**config.mk**
```make
export PLATFORM = sky130hd
export DESIGN_NAME = timestamp_stream_merger_top_flat
export DESIGN_NICKNAME = d
export VERILOG_FILES = /design/src/design/tsm_pkg.sv /design/src/design/tsm_in_if.sv /design/src/design/tsm_out_if.sv /design/src/design/tsm_front.sv /design/src/design/tsm_queue.sv /design/src/design/tsm_back.sv /design/src/design/timestamp_stream_merger_top.sv /design/src/flat_wrapper.sv
export SDC_FILE = /design/constraint.sdc
export NUM_CORES = 2
export LEC_CHECK = 0
export BUFFER_PORTS_ARGS = -buffer_cell sky130_fd_sc_hd__buf_2
export CAP_MARGIN = 30
export CORE_MARGIN = 2
export CORE_UTILIZATION = 45
export DETAILED_ROUTE_END_ITERATION = 16
export PLACE_DENSITY_LB_ADDON = 0.2
export SYNTH_ARGS = -nofsm -noshare
export SYNTH_HDL_FRONTEND = slang
export SYNTH_SLANG_ARGS = --single-unit
export TNS_END_PERCENT = 5
```
**constraint.sdc**
```tcl
create_clock -name clk -period 33.9 [get_ports clk]
set_input_delay 6.78 -clock clk [delete_from_list [all_inputs] [get_ports clk]]
set_output_delay 6.78 -clock clk [all_outputs]
set_load 0.05 [all_outputs]
```
**src/design/tsm_pkg.sv**
```systemverilog
// tsm_pkg: shared types and constants of the timestamp stream merger
// depends on nothing; imported by every other file of the block

package tsm_pkg;

  // default sizing, used as parameter defaults by the top level
  localparam int TSM_MAX_STREAMS = 8;
  localparam int TSM_QUEUE_DEPTH = 2;

  // field widths
  localparam int ID_W    = 3;
  localparam int SEC_W   = 32;
  localparam int NS_W    = 30;
  localparam int TAG_W   = 32;
  localparam int COUNT_W = 4;
  localparam int OFFNS_W = 31;
  localparam int SUM_W   = 33;
  localparam int CFG_IDX_W  = 2;
  localparam int CFG_DATA_W = 32;

  // nanosecond normalization thresholds and corrections
  localparam logic signed [SUM_W-1:0] NEG_ONE_SEC = -33'sd1000000000;
  localparam logic signed [SUM_W-1:0] ONE_SEC     = 33'sd1000000000;
  localparam logic signed [SUM_W-1:0] TWO_SEC     = 33'sd2000000000;
  localparam logic signed [SUM_W-1:0] NEG_TWO_SEC = -33'sd2000000000;
  localparam logic signed [SUM_W-1:0] ZERO_SEC    = 33'sd0;

  // configuration register indexes
  typedef enum logic [CFG_IDX_W-1:0] {
    CFG_STREAM_COUNT = 2'd0,
    CFG_OFFSET_SEC   = 2'd1,
    CFG_OFFSET_NS    = 2'd2
  } tsm_cfg_idx_t;

  // configuration register set
  typedef struct packed {
    logic [COUNT_W-1:0] stream_count;
    logic [SEC_W-1:0]   offset_seconds;
    logic [OFFNS_W-1:0] offset_nanoseconds;
  } tsm_cfg_t;

  // classified item passed from front to back through the queue
  typedef struct packed {
    logic [ID_W-1:0]  stream_id;
    logic             eos;
    logic [SEC_W-1:0] sec;
    logic [NS_W-1:0]  ns;
    logic [TAG_W-1:0] tag;
  } tsm_item_t;

endpackage

```
**src/design/tsm_in_if.sv**
```systemverilog
// tsm_in_if: input record channel, valid/ready with the record fields
// depends on tsm_pkg for field widths

interface tsm_in_if import tsm_pkg::*; ();
  logic             valid;
  logic             ready;
  logic [ID_W-1:0]  stream_id;
  logic             end_of_stream;
  logic [SEC_W-1:0] time_seconds;
  logic [NS_W-1:0]  time_nanoseconds;
  logic             is_l1accept;
  logic [TAG_W-1:0] record_tag;

  modport source (
    output valid, stream_id, end_of_stream, time_seconds, time_nanoseconds,
           is_l1accept, record_tag,
    input  ready
  );

  modport sink (
    input  valid, stream_id, end_of_stream, time_seconds, time_nanoseconds,
           is_l1accept, record_tag,
    output ready
  );
endinterface

```
**src/design/tsm_out_if.sv**
```systemverilog
// tsm_out_if: merged result channel, valid/ready with the result fields
// depends on tsm_pkg for field widths

interface tsm_out_if import tsm_pkg::*; ();
  logic             valid;
  logic             ready;
  logic [ID_W-1:0]  out_stream;
  logic [SEC_W-1:0] out_seconds;
  logic [NS_W-1:0]  out_nanoseconds;
  logic [TAG_W-1:0] out_tag;
  logic             all_done;

  modport source (
    output valid, out_stream, out_seconds, out_nanoseconds, out_tag, all_done,
    input  ready
  );

  modport sink (
    input  valid, out_stream, out_seconds, out_nanoseconds, out_tag, all_done,
    output ready
  );
endinterface

```
**src/design/tsm_front.sv**
```systemverilog
// tsm_front: accepts input transactions and applies the time offset
// depends on tsm_pkg and tsm_in_if; feeds tsm_queue

module tsm_front import tsm_pkg::*; (
  input  logic      clk,
  input  logic      rst_n,
  input  tsm_cfg_t  cfg,
  tsm_in_if.sink    in_chan,
  output logic      push_valid,
  input  logic      push_ready,
  output tsm_item_t push_item
);

  logic                    s1_valid_r;
  logic [ID_W-1:0]         s1_id_r;
  logic                    s1_eos_r;
  logic                    s1_l1_r;
  logic [SEC_W-1:0]        s1_sec_r;
  logic [NS_W-1:0]         s1_ns_r;
  logic [TAG_W-1:0]        s1_tag_r;
  logic signed [SUM_W-1:0] s1_sum_ns_r;
  logic [SEC_W-1:0]        s1_sum_sec_r;

  logic                    accept;
  logic                    lt_neg1;
  logic                    lt_zero;
  logic                    lt_one;
  logic                    lt_two;
  logic signed [2:0]       carry;
  logic signed [SUM_W-1:0] corr;
  logic signed [SUM_W-1:0] adj_sum;
  logic [SEC_W-1:0]        adj_sec;

  // stage holds one transaction; it moves on when the queue takes it
  assign in_chan.ready = !s1_valid_r || push_ready;
  assign accept        = in_chan.valid && in_chan.ready;
  assign push_valid    = s1_valid_r;

  always_ff @(posedge clk) begin
    if (!rst_n) begin
      s1_valid_r <= 1'b0;
    end else if (accept) begin
      s1_valid_r <= 1'b1;
    end else if (push_ready) begin
      s1_valid_r <= 1'b0;
    end
  end

  // raw fields plus the offset sums
  always_ff @(posedge clk) begin
    if (accept) begin
      s1_id_r      <= in_chan.stream_id;
      s1_eos_r     <= in_chan.end_of_stream;
      s1_l1_r      <= in_chan.is_l1accept;
      s1_sec_r     <= in_chan.time_seconds;
      s1_ns_r      <= in_chan.time_nanoseconds;
      s1_tag_r     <= in_chan.record_tag;
      s1_sum_ns_r  <= $signed({3'b000, in_chan.time_nanoseconds})
                    + $signed({{2{cfg.offset_nanoseconds[OFFNS_W-1]}},
                               cfg.offset_nanoseconds});
      s1_sum_sec_r <= in_chan.time_seconds + cfg.offset_seconds;
    end
  end

  // fold nanosecond sum into 0..999999999, carry or borrow into seconds
  always_comb begin
    lt_neg1 = s1_sum_ns_r < NEG_ONE_SEC;
    lt_zero = s1_sum_ns_r < ZERO_SEC;
    lt_one  = s1_sum_ns_r < ONE_SEC;
    lt_two  = s1_sum_ns_r < TWO_SEC;
    if (lt_neg1) begin
      carry = -3'sd2;
      corr  = TWO_SEC;
    end else if (lt_zero) begin
      carry = -3'sd1;
      corr  = ONE_SEC;
    end else if (lt_one) begin
      carry = 3'sd0;
      corr  = ZERO_SEC;
    end else if (lt_two) begin
      carry = 3'sd1;
      corr  = NEG_ONE_SEC;
    end else begin
      carry = 3'sd2;
      corr  = NEG_TWO_SEC;
    end
    adj_sum = s1_sum_ns_r + corr;
    adj_sec = s1_sum_sec_r + {{(SEC_W-3){carry[2]}}, carry};
  end

  // l1accept records keep their time unchanged
  always_comb begin
    push_item.stream_id = s1_id_r;
    push_item.eos       = s1_eos_r;
    push_item.sec       = s1_l1_r ? s1_sec_r : adj_sec;
    push_item.ns        = s1_l1_r ? s1_ns_r : adj_sum[NS_W-1:0];
    push_item.tag       = s1_tag_r;
  end

endmodule

```
**src/design/tsm_queue.sv**
```systemverilog
// tsm_queue: short fifo of classified items between front and back
// depends on tsm_pkg for the item type

module tsm_queue import tsm_pkg::*; #(
  parameter int DEPTH = TSM_QUEUE_DEPTH
) (
  input  logic      clk,
  input  logic      rst_n,
  input  logic      push_valid,
  output logic      push_ready,
  input  tsm_item_t push_item,
  output logic      pop_valid,
  input  logic      pop_ready,
  output tsm_item_t pop_item
);

  localparam int PTR_W = (DEPTH > 1) ? $clog2(DEPTH) : 1;
  localparam int CNT_W = $clog2(DEPTH + 1);

  tsm_item_t        mem_r [DEPTH];
  logic [PTR_W-1:0] wr_ptr_r;
  logic [PTR_W-1:0] rd_ptr_r;
  logic [CNT_W-1:0] count_r;
  logic             push;
  logic             pop;

  assign push_ready = count_r != CNT_W'(DEPTH);
  assign pop_valid  = count_r != '0;
  assign push       = push_valid && push_ready;
  assign pop        = pop_valid && pop_ready;
  assign pop_item   = mem_r[rd_ptr_r];

  // pointers and fill count
  always_ff @(posedge clk) begin
    if (!rst_n) begin
      wr_ptr_r <= '0;
      rd_ptr_r <= '0;
      count_r  <= '0;
    end else begin
      if (push) begin
        wr_ptr_r <= (wr_ptr_r == PTR_W'(DEPTH - 1)) ? '0 : wr_ptr_r + 1'b1;
      end
      if (pop) begin
        rd_ptr_r <= (rd_ptr_r == PTR_W'(DEPTH - 1)) ? '0 : rd_ptr_r + 1'b1;
      end
      if (push && !pop) begin
        count_r <= count_r + 1'b1;
      end else if (pop && !push) begin
        count_r <= count_r - 1'b1;
      end
    end
  end

  // storage
  always_ff @(posedge clk) begin
    if (push) begin
      mem_r[wr_ptr_r] <= push_item;
    end
  end

  a_count_bound: assert property (@(posedge clk) disable iff (!rst_n)
    count_r <= CNT_W'(DEPTH))
    else $error("queue fill count beyond depth");

  a_count_track: assert property (@(posedge clk) disable iff (!rst_n)
    (push && !pop) |=> count_r == $past(count_r) + 1'b1)
    else $error("queue fill count missed a push");

endmodule

```
**src/design/tsm_back.sv**
```systemverilog
// tsm_back: head store, earliest-head search and result register
// depends on tsm_pkg and tsm_out_if; fed by tsm_queue

module tsm_back import tsm_pkg::*; #(
  parameter int MAX_STREAMS = TSM_MAX_STREAMS
) (
  input  logic      clk,
  input  logic      rst_n,
  input  tsm_cfg_t  cfg,
  input  logic      q_valid,
  output logic      q_ready,
  input  tsm_item_t q_item,
  tsm_out_if.source out_chan
);

  localparam int SIDX_W = $clog2(MAX_STREAMS);
  localparam int CNT_W  = $clog2(MAX_STREAMS + 1);
  localparam int CMP_W  = (CNT_W > COUNT_W) ? CNT_W : COUNT_W;

  typedef enum logic [3:0] {
    ST_IDLE  = 4'b0001,
    ST_CHECK = 4'b0010,
    ST_SCAN  = 4'b0100,
    ST_EMIT  = 4'b1000
  } tsm_state_t;

  tsm_state_t              state_r;
  tsm_state_t              state_nxt;
  logic [MAX_STREAMS-1:0]  head_valid_r;
  logic [MAX_STREAMS-1:0]  stream_ended_r;
  logic [SEC_W-1:0]        head_sec_r [MAX_STREAMS];
  logic [NS_W-1:0]         head_ns_r  [MAX_STREAMS];
  logic [TAG_W-1:0]        head_tag_r [MAX_STREAMS];
  logic                    done_sent_r;
  logic [SIDX_W-1:0]       scan_idx_r;
  logic                    found_r;
  logic                    emit_done_r;
  logic [SIDX_W-1:0]       best_idx_r;
  logic [SEC_W-1:0]        best_sec_r;
  logic [NS_W-1:0]         best_ns_r;
  logic [TAG_W-1:0]        best_tag_r;
  logic                    out_valid_r;
  logic [ID_W-1:0]         out_stream_r;
  logic [SEC_W-1:0]        out_sec_r;
  logic [NS_W-1:0]         out_ns_r;
  logic [TAG_W-1:0]        out_tag_r;
  logic                    out_done_r;

  logic [CMP_W-1:0]        count_ext;
  logic [CMP_W-1:0]        live_n;
  logic [MAX_STREAMS-1:0]  live;
  logic                    all_ready;
  logic                    any_head;
  logic [CMP_W-1:0]        id_ext;
  logic [SIDX_W-1:0]       id_idx;
  logic                    id_open;
  logic                    pop;
  logic                    write_head;
  logic                    scan_last;
  logic                    better;
  logic [SEC_W-1:0]        cand_sec;
  logic [NS_W-1:0]         cand_ns;
  logic                    out_free;
  logic                    emit_fire;
  logic [CMP_W-1:0]        best_ext;

  // effective stream count, clamped to 1..MAX_STREAMS
  always_comb begin
    count_ext = CMP_W'(cfg.stream_count);
    if (count_ext == '0) begin
      live_n = CMP_W'(1);
    end else if (count_ext > CMP_W'(MAX_STREAMS)) begin
      live_n = CMP_W'(MAX_STREAMS);
    end else begin
      live_n = count_ext;
    end
    for (int i = 0; i < MAX_STREAMS; i++) begin
      live[i] = CMP_W'(i) < live_n;
    end
    all_ready = &(~live | head_valid_r | stream_ended_r);
    any_head  = |(live & head_valid_r);
  end

  // classify the popped item
  assign q_ready    = state_r == ST_IDLE;
  assign pop        = q_valid && q_ready;
  assign id_ext     = CMP_W'(q_item.stream_id);
  assign id_idx     = id_ext[SIDX_W-1:0];
  assign id_open    = (id_ext < live_n) && !stream_ended_r[id_idx];
  assign write_head = pop && id_open && !q_item.eos && !head_valid_r[id_idx];

  // one head compared per cycle, strict compare keeps the lowest index on ties
  always_comb begin
    cand_sec  = head_sec_r[scan_idx_r];
    cand_ns   = head_ns_r[scan_idx_r];
    scan_last = CMP_W'(scan_idx_r) == live_n - 1'b1;
    better    = head_valid_r[scan_idx_r] &&
                (!found_r || (best_sec_r > cand_sec) ||
                 ((best_sec_r == cand_sec) && (best_ns_r > cand_ns)));
  end

  assign out_free  = !out_valid_r || out_chan.ready;
  assign emit_fire = (state_r == ST_EMIT) && out_free;

  // sequencer
  always_comb begin
    state_nxt = state_r;
    case (state_r)
      ST_IDLE: begin
        if (pop) state_nxt = ST_CHECK;
      end
      ST_CHECK: begin
        if (!all_ready) begin
          state_nxt = ST_IDLE;
        end else if (any_head) begin
          state_nxt = ST_SCAN;
        end else if (!done_sent_r) begin
          state_nxt = ST_EMIT;
        end else begin
          state_nxt = ST_IDLE;
        end
      end
      ST_SCAN: begin
        if (scan_last) state_nxt = ST_EMIT;
      end
      ST_EMIT: begin
        if (out_free) state_nxt = ST_IDLE;
      end
      default: state_nxt = ST_IDLE;
    endcase
  end

  // control state
  always_ff @(posedge clk) begin
    if (!rst_n) begin
      state_r        <= ST_IDLE;
      head_valid_r   <= '0;
      stream_ended_r <= '0;
      done_sent_r    <= 1'b0;
      scan_idx_r     <= '0;
      found_r        <= 1'b0;
      emit_done_r    <= 1'b0;
      out_valid_r    <= 1'b0;
    end else begin
      state_r <= state_nxt;
      if (pop && id_open) begin
        if (q_item.eos) begin
          stream_ended_r[id_idx] <= 1'b1;
        end else begin
          head_valid_r[id_idx] <= 1'b1;
        end
      end
      if (state_r == ST_CHECK) begin
        scan_idx_r  <= '0;
        found_r     <= 1'b0;
        emit_done_r <= !any_head;
      end
      if (state_r == ST_SCAN) begin
        scan_idx_r <= scan_idx_r + 1'b1;
        if (better) found_r <= 1'b1;
      end
      if (emit_fire) begin
        if (emit_done_r) begin
          done_sent_r <= 1'b1;
        end else begin
          head_valid_r[best_idx_r] <= 1'b0;
        end
      end
      if (emit_fire) begin
        out_valid_r <= 1'b1;
      end else if (out_chan.ready) begin
        out_valid_r <= 1'b0;
      end
    end
  end

  // head store, running best and result register
  always_ff @(posedge clk) begin
    if (write_head) begin
      head_sec_r[id_idx] <= q_item.sec;
      head_ns_r[id_idx]  <= q_item.ns;
      head_tag_r[id_idx] <= q_item.tag;
    end
    if ((state_r == ST_SCAN) && better) begin
      best_idx_r <= scan_idx_r;
      best_sec_r <= cand_sec;
      best_ns_r  <= cand_ns;
      best_tag_r <= head_tag_r[scan_idx_r];
    end
    if (emit_fire) begin
      out_stream_r <= emit_done_r ? '0 : best_ext[ID_W-1:0];
      out_sec_r    <= emit_done_r ? '0 : best_sec_r;
      out_ns_r     <= emit_done_r ? '0 : best_ns_r;
      out_tag_r    <= emit_done_r ? '0 : best_tag_r;
      out_done_r   <= emit_done_r;
    end
  end

  assign best_ext = CMP_W'(best_idx_r);

  assign out_chan.valid           = out_valid_r;
  assign out_chan.out_stream      = out_stream_r;
  assign out_chan.out_seconds     = out_sec_r;
  assign out_chan.out_nanoseconds = out_ns_r;
  assign out_chan.out_tag         = out_tag_r;
  assign out_chan.all_done        = out_done_r;

  a_done_sticky: assert property (@(posedge clk) disable iff (!rst_n)
    done_sent_r |=> done_sent_r)
    else $error("done flag dropped without reset");

  a_done_fields_zero: assert property (@(posedge clk) disable iff (!rst_n)
    (out_valid_r && out_done_r) |->
      (out_sec_r == '0) && (out_ns_r == '0) && (out_tag_r == '0) && (out_stream_r == '0))
    else $error("done result carries nonzero fields");

  a_emit_has_winner: assert property (@(posedge clk) disable iff (!rst_n)
    ((state_r == ST_EMIT) && !emit_done_r) |-> found_r && head_valid_r[best_idx_r])
    else $error("record emitted without a valid winning head");

endmodule

```
**src/design/timestamp_stream_merger_top.sv**
```systemverilog
// timestamp_stream_merger_top: configuration registers and block wiring
// depends on tsm_pkg, tsm_in_if, tsm_out_if, tsm_front, tsm_queue, tsm_back

// Merges up to MAX_STREAMS timestamped record streams into one stream ordered
// by seconds then nanoseconds, lowest stream index first on ties. Non-L1Accept
// records get the configured signed offset, normalized with nanosecond carry.
// An input transaction is registered in the offset stage, then waits in a
// short queue for the head-store sequencer. The sequencer checks each popped
// transaction; once every live stream holds a head or has ended, it scans the
// heads, comparing one stored head per cycle, and emits the earliest record,
// or emits the final done result once. The result register lets the next
// transaction start while a result waits. Configuration must be written
// through cfg_we/cfg_index/cfg_wdata while idle, not enforced by the block.

module timestamp_stream_merger_top import tsm_pkg::*; #(
  parameter int MAX_STREAMS = TSM_MAX_STREAMS,
  parameter int QUEUE_DEPTH = TSM_QUEUE_DEPTH
) (
  input  logic                  clk,
  input  logic                  rst_n,
  input  logic                  cfg_we,
  input  logic [CFG_IDX_W-1:0]  cfg_index,
  input  logic [CFG_DATA_W-1:0] cfg_wdata,
  tsm_in_if.sink                in_chan,
  tsm_out_if.source             out_chan
);

  tsm_cfg_t  cfg_r;
  logic      push_valid;
  logic      push_ready;
  tsm_item_t push_item;
  logic      pop_valid;
  logic      pop_ready;
  tsm_item_t pop_item;

  // configuration registers
  always_ff @(posedge clk) begin
    if (!rst_n) begin
      cfg_r.stream_count       <= COUNT_W'(1);
      cfg_r.offset_seconds     <= '0;
      cfg_r.offset_nanoseconds <= '0;
    end else if (cfg_we) begin
      case (tsm_cfg_idx_t'(cfg_index))
        CFG_STREAM_COUNT: cfg_r.stream_count       <= cfg_wdata[COUNT_W-1:0];
        CFG_OFFSET_SEC:   cfg_r.offset_seconds     <= cfg_wdata[SEC_W-1:0];
        CFG_OFFSET_NS:    cfg_r.offset_nanoseconds <= cfg_wdata[OFFNS_W-1:0];
        default: ;
      endcase
    end
  end

  tsm_front u_front (
    .clk        (clk),
    .rst_n      (rst_n),
    .cfg        (cfg_r),
    .in_chan    (in_chan),
    .push_valid (push_valid),
    .push_ready (push_ready),
    .push_item  (push_item)
  );

  tsm_queue #(
    .DEPTH (QUEUE_DEPTH)
  ) u_queue (
    .clk        (clk),
    .rst_n      (rst_n),
    .push_valid (push_valid),
    .push_ready (push_ready),
    .push_item  (push_item),
    .pop_valid  (pop_valid),
    .pop_ready  (pop_ready),
    .pop_item   (pop_item)
  );

  tsm_back #(
    .MAX_STREAMS (MAX_STREAMS)
  ) u_back (
    .clk      (clk),
    .rst_n    (rst_n),
    .cfg      (cfg_r),
    .q_valid  (pop_valid),
    .q_ready  (pop_ready),
    .q_item   (pop_item),
    .out_chan (out_chan)
  );

endmodule

```
**src/flat_wrapper.sv**
```systemverilog
// flat-port wrapper written by rule: the top's interface ports become plain ports
module timestamp_stream_merger_top_flat import tsm_pkg::*;
#(
  parameter int MAX_STREAMS = TSM_MAX_STREAMS,
  parameter int QUEUE_DEPTH = TSM_QUEUE_DEPTH
)
  (clk, rst_n, cfg_we, cfg_index, cfg_wdata, in_chan_valid, in_chan_stream_id, in_chan_end_of_stream, in_chan_time_seconds, in_chan_time_nanoseconds, in_chan_is_l1accept, in_chan_record_tag, in_chan_ready, out_chan_valid, out_chan_out_stream, out_chan_out_seconds, out_chan_out_nanoseconds, out_chan_out_tag, out_chan_all_done, out_chan_ready);
  tsm_in_if in_chan_i ();
  tsm_out_if out_chan_i ();
  input  logic clk;
  input  logic rst_n;
  input  logic cfg_we;
  input  logic [CFG_IDX_W-1:0] cfg_index;
  input  logic [CFG_DATA_W-1:0] cfg_wdata;
  input wire logic [$bits(in_chan_i.valid)-1:0] in_chan_valid;
  input wire logic [$bits(in_chan_i.stream_id)-1:0] in_chan_stream_id;
  input wire logic [$bits(in_chan_i.end_of_stream)-1:0] in_chan_end_of_stream;
  input wire logic [$bits(in_chan_i.time_seconds)-1:0] in_chan_time_seconds;
  input wire logic [$bits(in_chan_i.time_nanoseconds)-1:0] in_chan_time_nanoseconds;
  input wire logic [$bits(in_chan_i.is_l1accept)-1:0] in_chan_is_l1accept;
  input wire logic [$bits(in_chan_i.record_tag)-1:0] in_chan_record_tag;
  output wire logic [$bits(in_chan_i.ready)-1:0] in_chan_ready;
  output wire logic [$bits(out_chan_i.valid)-1:0] out_chan_valid;
  output wire logic [$bits(out_chan_i.out_stream)-1:0] out_chan_out_stream;
  output wire logic [$bits(out_chan_i.out_seconds)-1:0] out_chan_out_seconds;
  output wire logic [$bits(out_chan_i.out_nanoseconds)-1:0] out_chan_out_nanoseconds;
  output wire logic [$bits(out_chan_i.out_tag)-1:0] out_chan_out_tag;
  output wire logic [$bits(out_chan_i.all_done)-1:0] out_chan_all_done;
  input wire logic [$bits(out_chan_i.ready)-1:0] out_chan_ready;
  assign in_chan_i.valid = in_chan_valid;
  assign in_chan_i.stream_id = in_chan_stream_id;
  assign in_chan_i.end_of_stream = in_chan_end_of_stream;
  assign in_chan_i.time_seconds = in_chan_time_seconds;
  assign in_chan_i.time_nanoseconds = in_chan_time_nanoseconds;
  assign in_chan_i.is_l1accept = in_chan_is_l1accept;
  assign in_chan_i.record_tag = in_chan_record_tag;
  assign in_chan_ready = in_chan_i.ready;
  assign out_chan_valid = out_chan_i.valid;
  assign out_chan_out_stream = out_chan_i.out_stream;
  assign out_chan_out_seconds = out_chan_i.out_seconds;
  assign out_chan_out_nanoseconds = out_chan_i.out_nanoseconds;
  assign out_chan_out_tag = out_chan_i.out_tag;
  assign out_chan_all_done = out_chan_i.all_done;
  assign out_chan_i.ready = out_chan_ready;
  timestamp_stream_merger_top #(.MAX_STREAMS(MAX_STREAMS), .QUEUE_DEPTH(QUEUE_DEPTH)) u_core (.clk(clk), .rst_n(rst_n), .cfg_we(cfg_we), .cfg_index(cfg_index), .cfg_wdata(cfg_wdata), .in_chan(in_chan_i), .out_chan(out_chan_i));
endmodule
```
==> key figures <==
Status
  • Status: complete, no violations

Clocking
  • Maximum buffer depth of the clock tree: 3
  • CTS tree: done
  • Clk pin slew, worst setup/hold paths: 0.06 ns
  • Worst-skew pair later-pin latency: 0.78 ns
  • Post-CTS setup buffers: 0
  • Num CTS Buffers: 150
  • Hold bufs inserted after CTS: 0
  • Clock Tree Root: clkbuf_16
  • Htree depth: 4
  • Sink count of the clock tree: 1409
  • Post-cts gate resize count: 0

Pwr
  • Sw frac: 24.28%
  • Worst-case vdd ir drop: 57.19 uV
  • Static Leak: 0.02289 uW
  • Pwr Total: 4111 uW
  • Internal cell power: 3113 uW
  • Net Sw Power: 998.2 uW
  • Comb pwr share: 10.8%
  • Clk pwr share: 38.4%
  • Flop pwr share: 50.8%
  • PwrDens: 61.31 mW/mm^2

Setup path
  • CP arrival: 9.80 ns
  • Reg2Reg Setup Slack: 26.95 ns
  • WP data required: 34.41 ns
  • FF-to-FF path depth: 13
  • CP Capture Type: flop
  • R2R Path End: u_core.u_back.best_tag_r[17]$_DFFE_PP_
  • Crit path launch type: input pin
  • CP Class: input pin to flop
  • Crit path max fanout: 4

Timing
  • Max transition margin: 28.30%
  • Slew Limit Fails: 0
  • Final Setup Violations: 0
  • Max Clk Rate: 107.6 MHz
  • Slew @ Worst Pin: 1.076 ns
  • Final setup TNS: 0 ns
  • WHS: 0.4407 ns
  • Post-route clock period utilization: 27.41%
  • Worst Skew: 0.03267 ns
  • Final min period: 9.291 ns
  • RSZ-0062 raised after global routing: no
  • Fin. Hold Viols: 0

Layout
  • P&R area growth vs syn: 14.11%
  • Final nets: 4216
  • Layout cells sized above 1: 21.74%

Global routing
  • First-pass GRT wire length: 194.1 mm
  • Vias in the first global route: 31328
  • Largest net degree at the start of global routing: 164
  • Total GRT Usage: 19.53%
  • Initial antenna violation count: 11
  • Total gr overflow: 0

Routing
  • Routed WL per cell: 22.39 um
  • Final ANT Viol Nets: 0
  • Detailed-route via count: 31216
  • DR iter-0 viols: 2694
  • 1st-pass router iterations: 5
  • Drt drc: 0
  • Routed vias/inst: 5.427
  • Final WL: 128.8 mm

Hold path
  • Hold EP: u_core.u_queue.mem_r[0][27]$_DFFE_PP_
  • Hold Path Depth: 0
  • Hold Startpoint: u_core.u_front.s1_tag_r[27]$_DFFE_PP_
  • Type of the worst min-delay path: flop to flop

Synth
  • Most area-consuming cells after synthesis: edfxtp_1, mux4_2, ha_1, dfxtp_1, mux2_2
  • Dominant register cell in the synthesized netlist: edfxtp_1
  • Async set-reset flop share out of synthesis: 0%
  • Netlist cell types: 77
  • Top-count cell post-synth: edfxtp_1
  • Top post-synthesis cells by count: edfxtp_1, nand2_1, a21oi_1
  • Post-synth EDFFs: 1306
  • Cell taking the most area after synthesis: edfxtp_1
  • Average cell area after synthesis: 16.46 um^2
  • Yosys warnings: 0
  • Syn nets: 3896
  • Yosys top cell area share: 66.75%
  • Post-Syn Instances: 3570
  • Mapped Area: 0.05875 mm^2
  • Yosys reg bits: 1409
  • Register area share after synthesis: 70.26%

Flow run
  • Max Cap Viol: 0

Die
  • Core Region: 0.1295 mm^2
  • Io pins: 238
  • Core Rows: 132
  • Die Span Y: 365.3 um
  • Die ar.: 0.1335 mm^2
  • Die X: 365.3 um
  • Initial Util: 45.38%

Placement
  • IO Port Bufs: 237
  • Dpl hpwl: 80.80 mm
  • Routability-driven placement congestion ratio: 0.8503
-- per-layer routing --
| layer | share of wire (%) | global-route usage (%) | up-vias |
|---|---|---|---|
| met5 | 0 | 0 | - |
| li1 | - | - | 14529 |
| met3 | 4.9 | 2.971 | 186 |
| met2 | 45 | 29.62 | 826 |
| met1 | 48 | 29.42 | 15675 |
| met4 | 1.9 | 5.390 | 0 |
-- through the flow --
stage	util [%]	instances	setup WS, ns	cell area [um^2]
3_3_place_gp	47.99	5474	23.92	62140
2_1_floorplan	-	3570	21.81	58750
3_5_place_dp	48.05	5477	23.87	62210
5_1_grt	51.78	5752	24.43	67040
6_report	51.78	5752	24.61	67040
4_1_cts	51.71	5745	24.67	66950
-- sequential cells by signal, summed over array words and instances, names as in the netlist, 67 cells and up, named ones only --
register,count
u_core.u_back.head_ns_r,240
u_core.u_queue.mem_r,196
u_core.cfg_r,67
u_core.u_back.head_sec_r,256
u_core.u_back.head_tag_r,256
-- power groups by stage --
stage	logic (uW)	clock network [uW]	registers (uW)
after global placement	431	0	2120
after global routing	491	1680	2090
after CTS	442	1620	2090
after floorplan	296	0	2120
final	443	1580	2090
after detailed placement	439	0	2130
-- worst max-delay path, cell delays in order --
cell and delay, ns:
buf_2 0.09, ha_1 0.18, inv_1 0.06, fa_1 0.39, nand2b_1 0.18, a21oi_1 0.22, o31ai_1 0.18, a2111oi_2 0.58
o21ai_1 0.18, a21oi_1 0.32, o2111ai_1 0.22, a311oi_1 0.31, xor2_1 0.10
-- placed cells by master (no fill, tap or decap), types with 11 or more instances in the layout --
| cell type | instances |
|---|---|
| nor2_1 | 128 |
| xnor2_1 | 60 |
| o21ai_0 | 87 |
| nand4_1 | 23 |
| o21bai_1 | 13 |
| mux4_2 | 190 |
| dfxtp_1 | 95 |
| a21oi_1 | 194 |
| nand2b_1 | 20 |
| mux2i_1 | 73 |
| mux2_2 | 142 |
| inv_1 | 117 |
| clkbuf_1 | 36 |
| a21o_1 | 67 |
| clkinv_2 | 20 |
| a211oi_1 | 25 |
| clkbuf_16 | 153 |
| nand2_1 | 250 |
| clkinv_1 | 27 |
| buf_2 | 237 |
| o21a_1 | 22 |
| ha_1 | 184 |
| nor3_1 | 30 |
| edfxtp_1 | 1306 |
| nand3_1 | 36 |
| buf_4 | 44 |
| nor2b_1 | 119 |
| o21ai_1 | 34 |
| xor2_1 | 35 |
| a31oi_1 | 11 |
-- cell families after synthesis --
| kind of cell | synth area share, % |
|---|---|
| simple gates | 5.675 |
| compound gates | 5.780 |
| fa+ha+maj | 4.055 |
| flops | 70.26 |
| xor+xnor | 1.416 |
| buf+inv | 1.544 |
| mux | 11.27 |
-- final cells by class --
cell class,instances,area (um^2)
fillers,10634,62440
flip-flops and latches,1409,41300
multi-input cells,1920,16650
clock buffers,189,3964
well taps,1742,2180
repair buffers,289,1714
clock inverters,79,773.2
inverters,120,450.4
diodes,4,10.01
-- worst max path at each step --
stage,startpoint,end,slack [ns],cells past startpoint
floorplan,out_chan_ready,u_core.u_back.head_valid_r[6]$_SDFF_PN0_,21.81,4
global placement,in_chan_time_nanoseconds[0],u_core.u_front.s1_sum_ns_r[30]$_DFFE_PP_,23.92,13
detailed placement,in_chan_time_nanoseconds[0],u_core.u_front.s1_sum_ns_r[30]$_DFFE_PP_,23.87,13
CTS,in_chan_time_nanoseconds[0],u_core.u_front.s1_sum_ns_r[30]$_DFFE_PP_,24.67,13
global route,in_chan_time_nanoseconds[0],u_core.u_front.s1_sum_ns_r[30]$_DFFE_PP_,24.43,13
finish,in_chan_time_nanoseconds[0],u_core.u_front.s1_sum_ns_r[30]$_DFFE_PP_,24.61,13
Power figures use the tool's default switching activity.
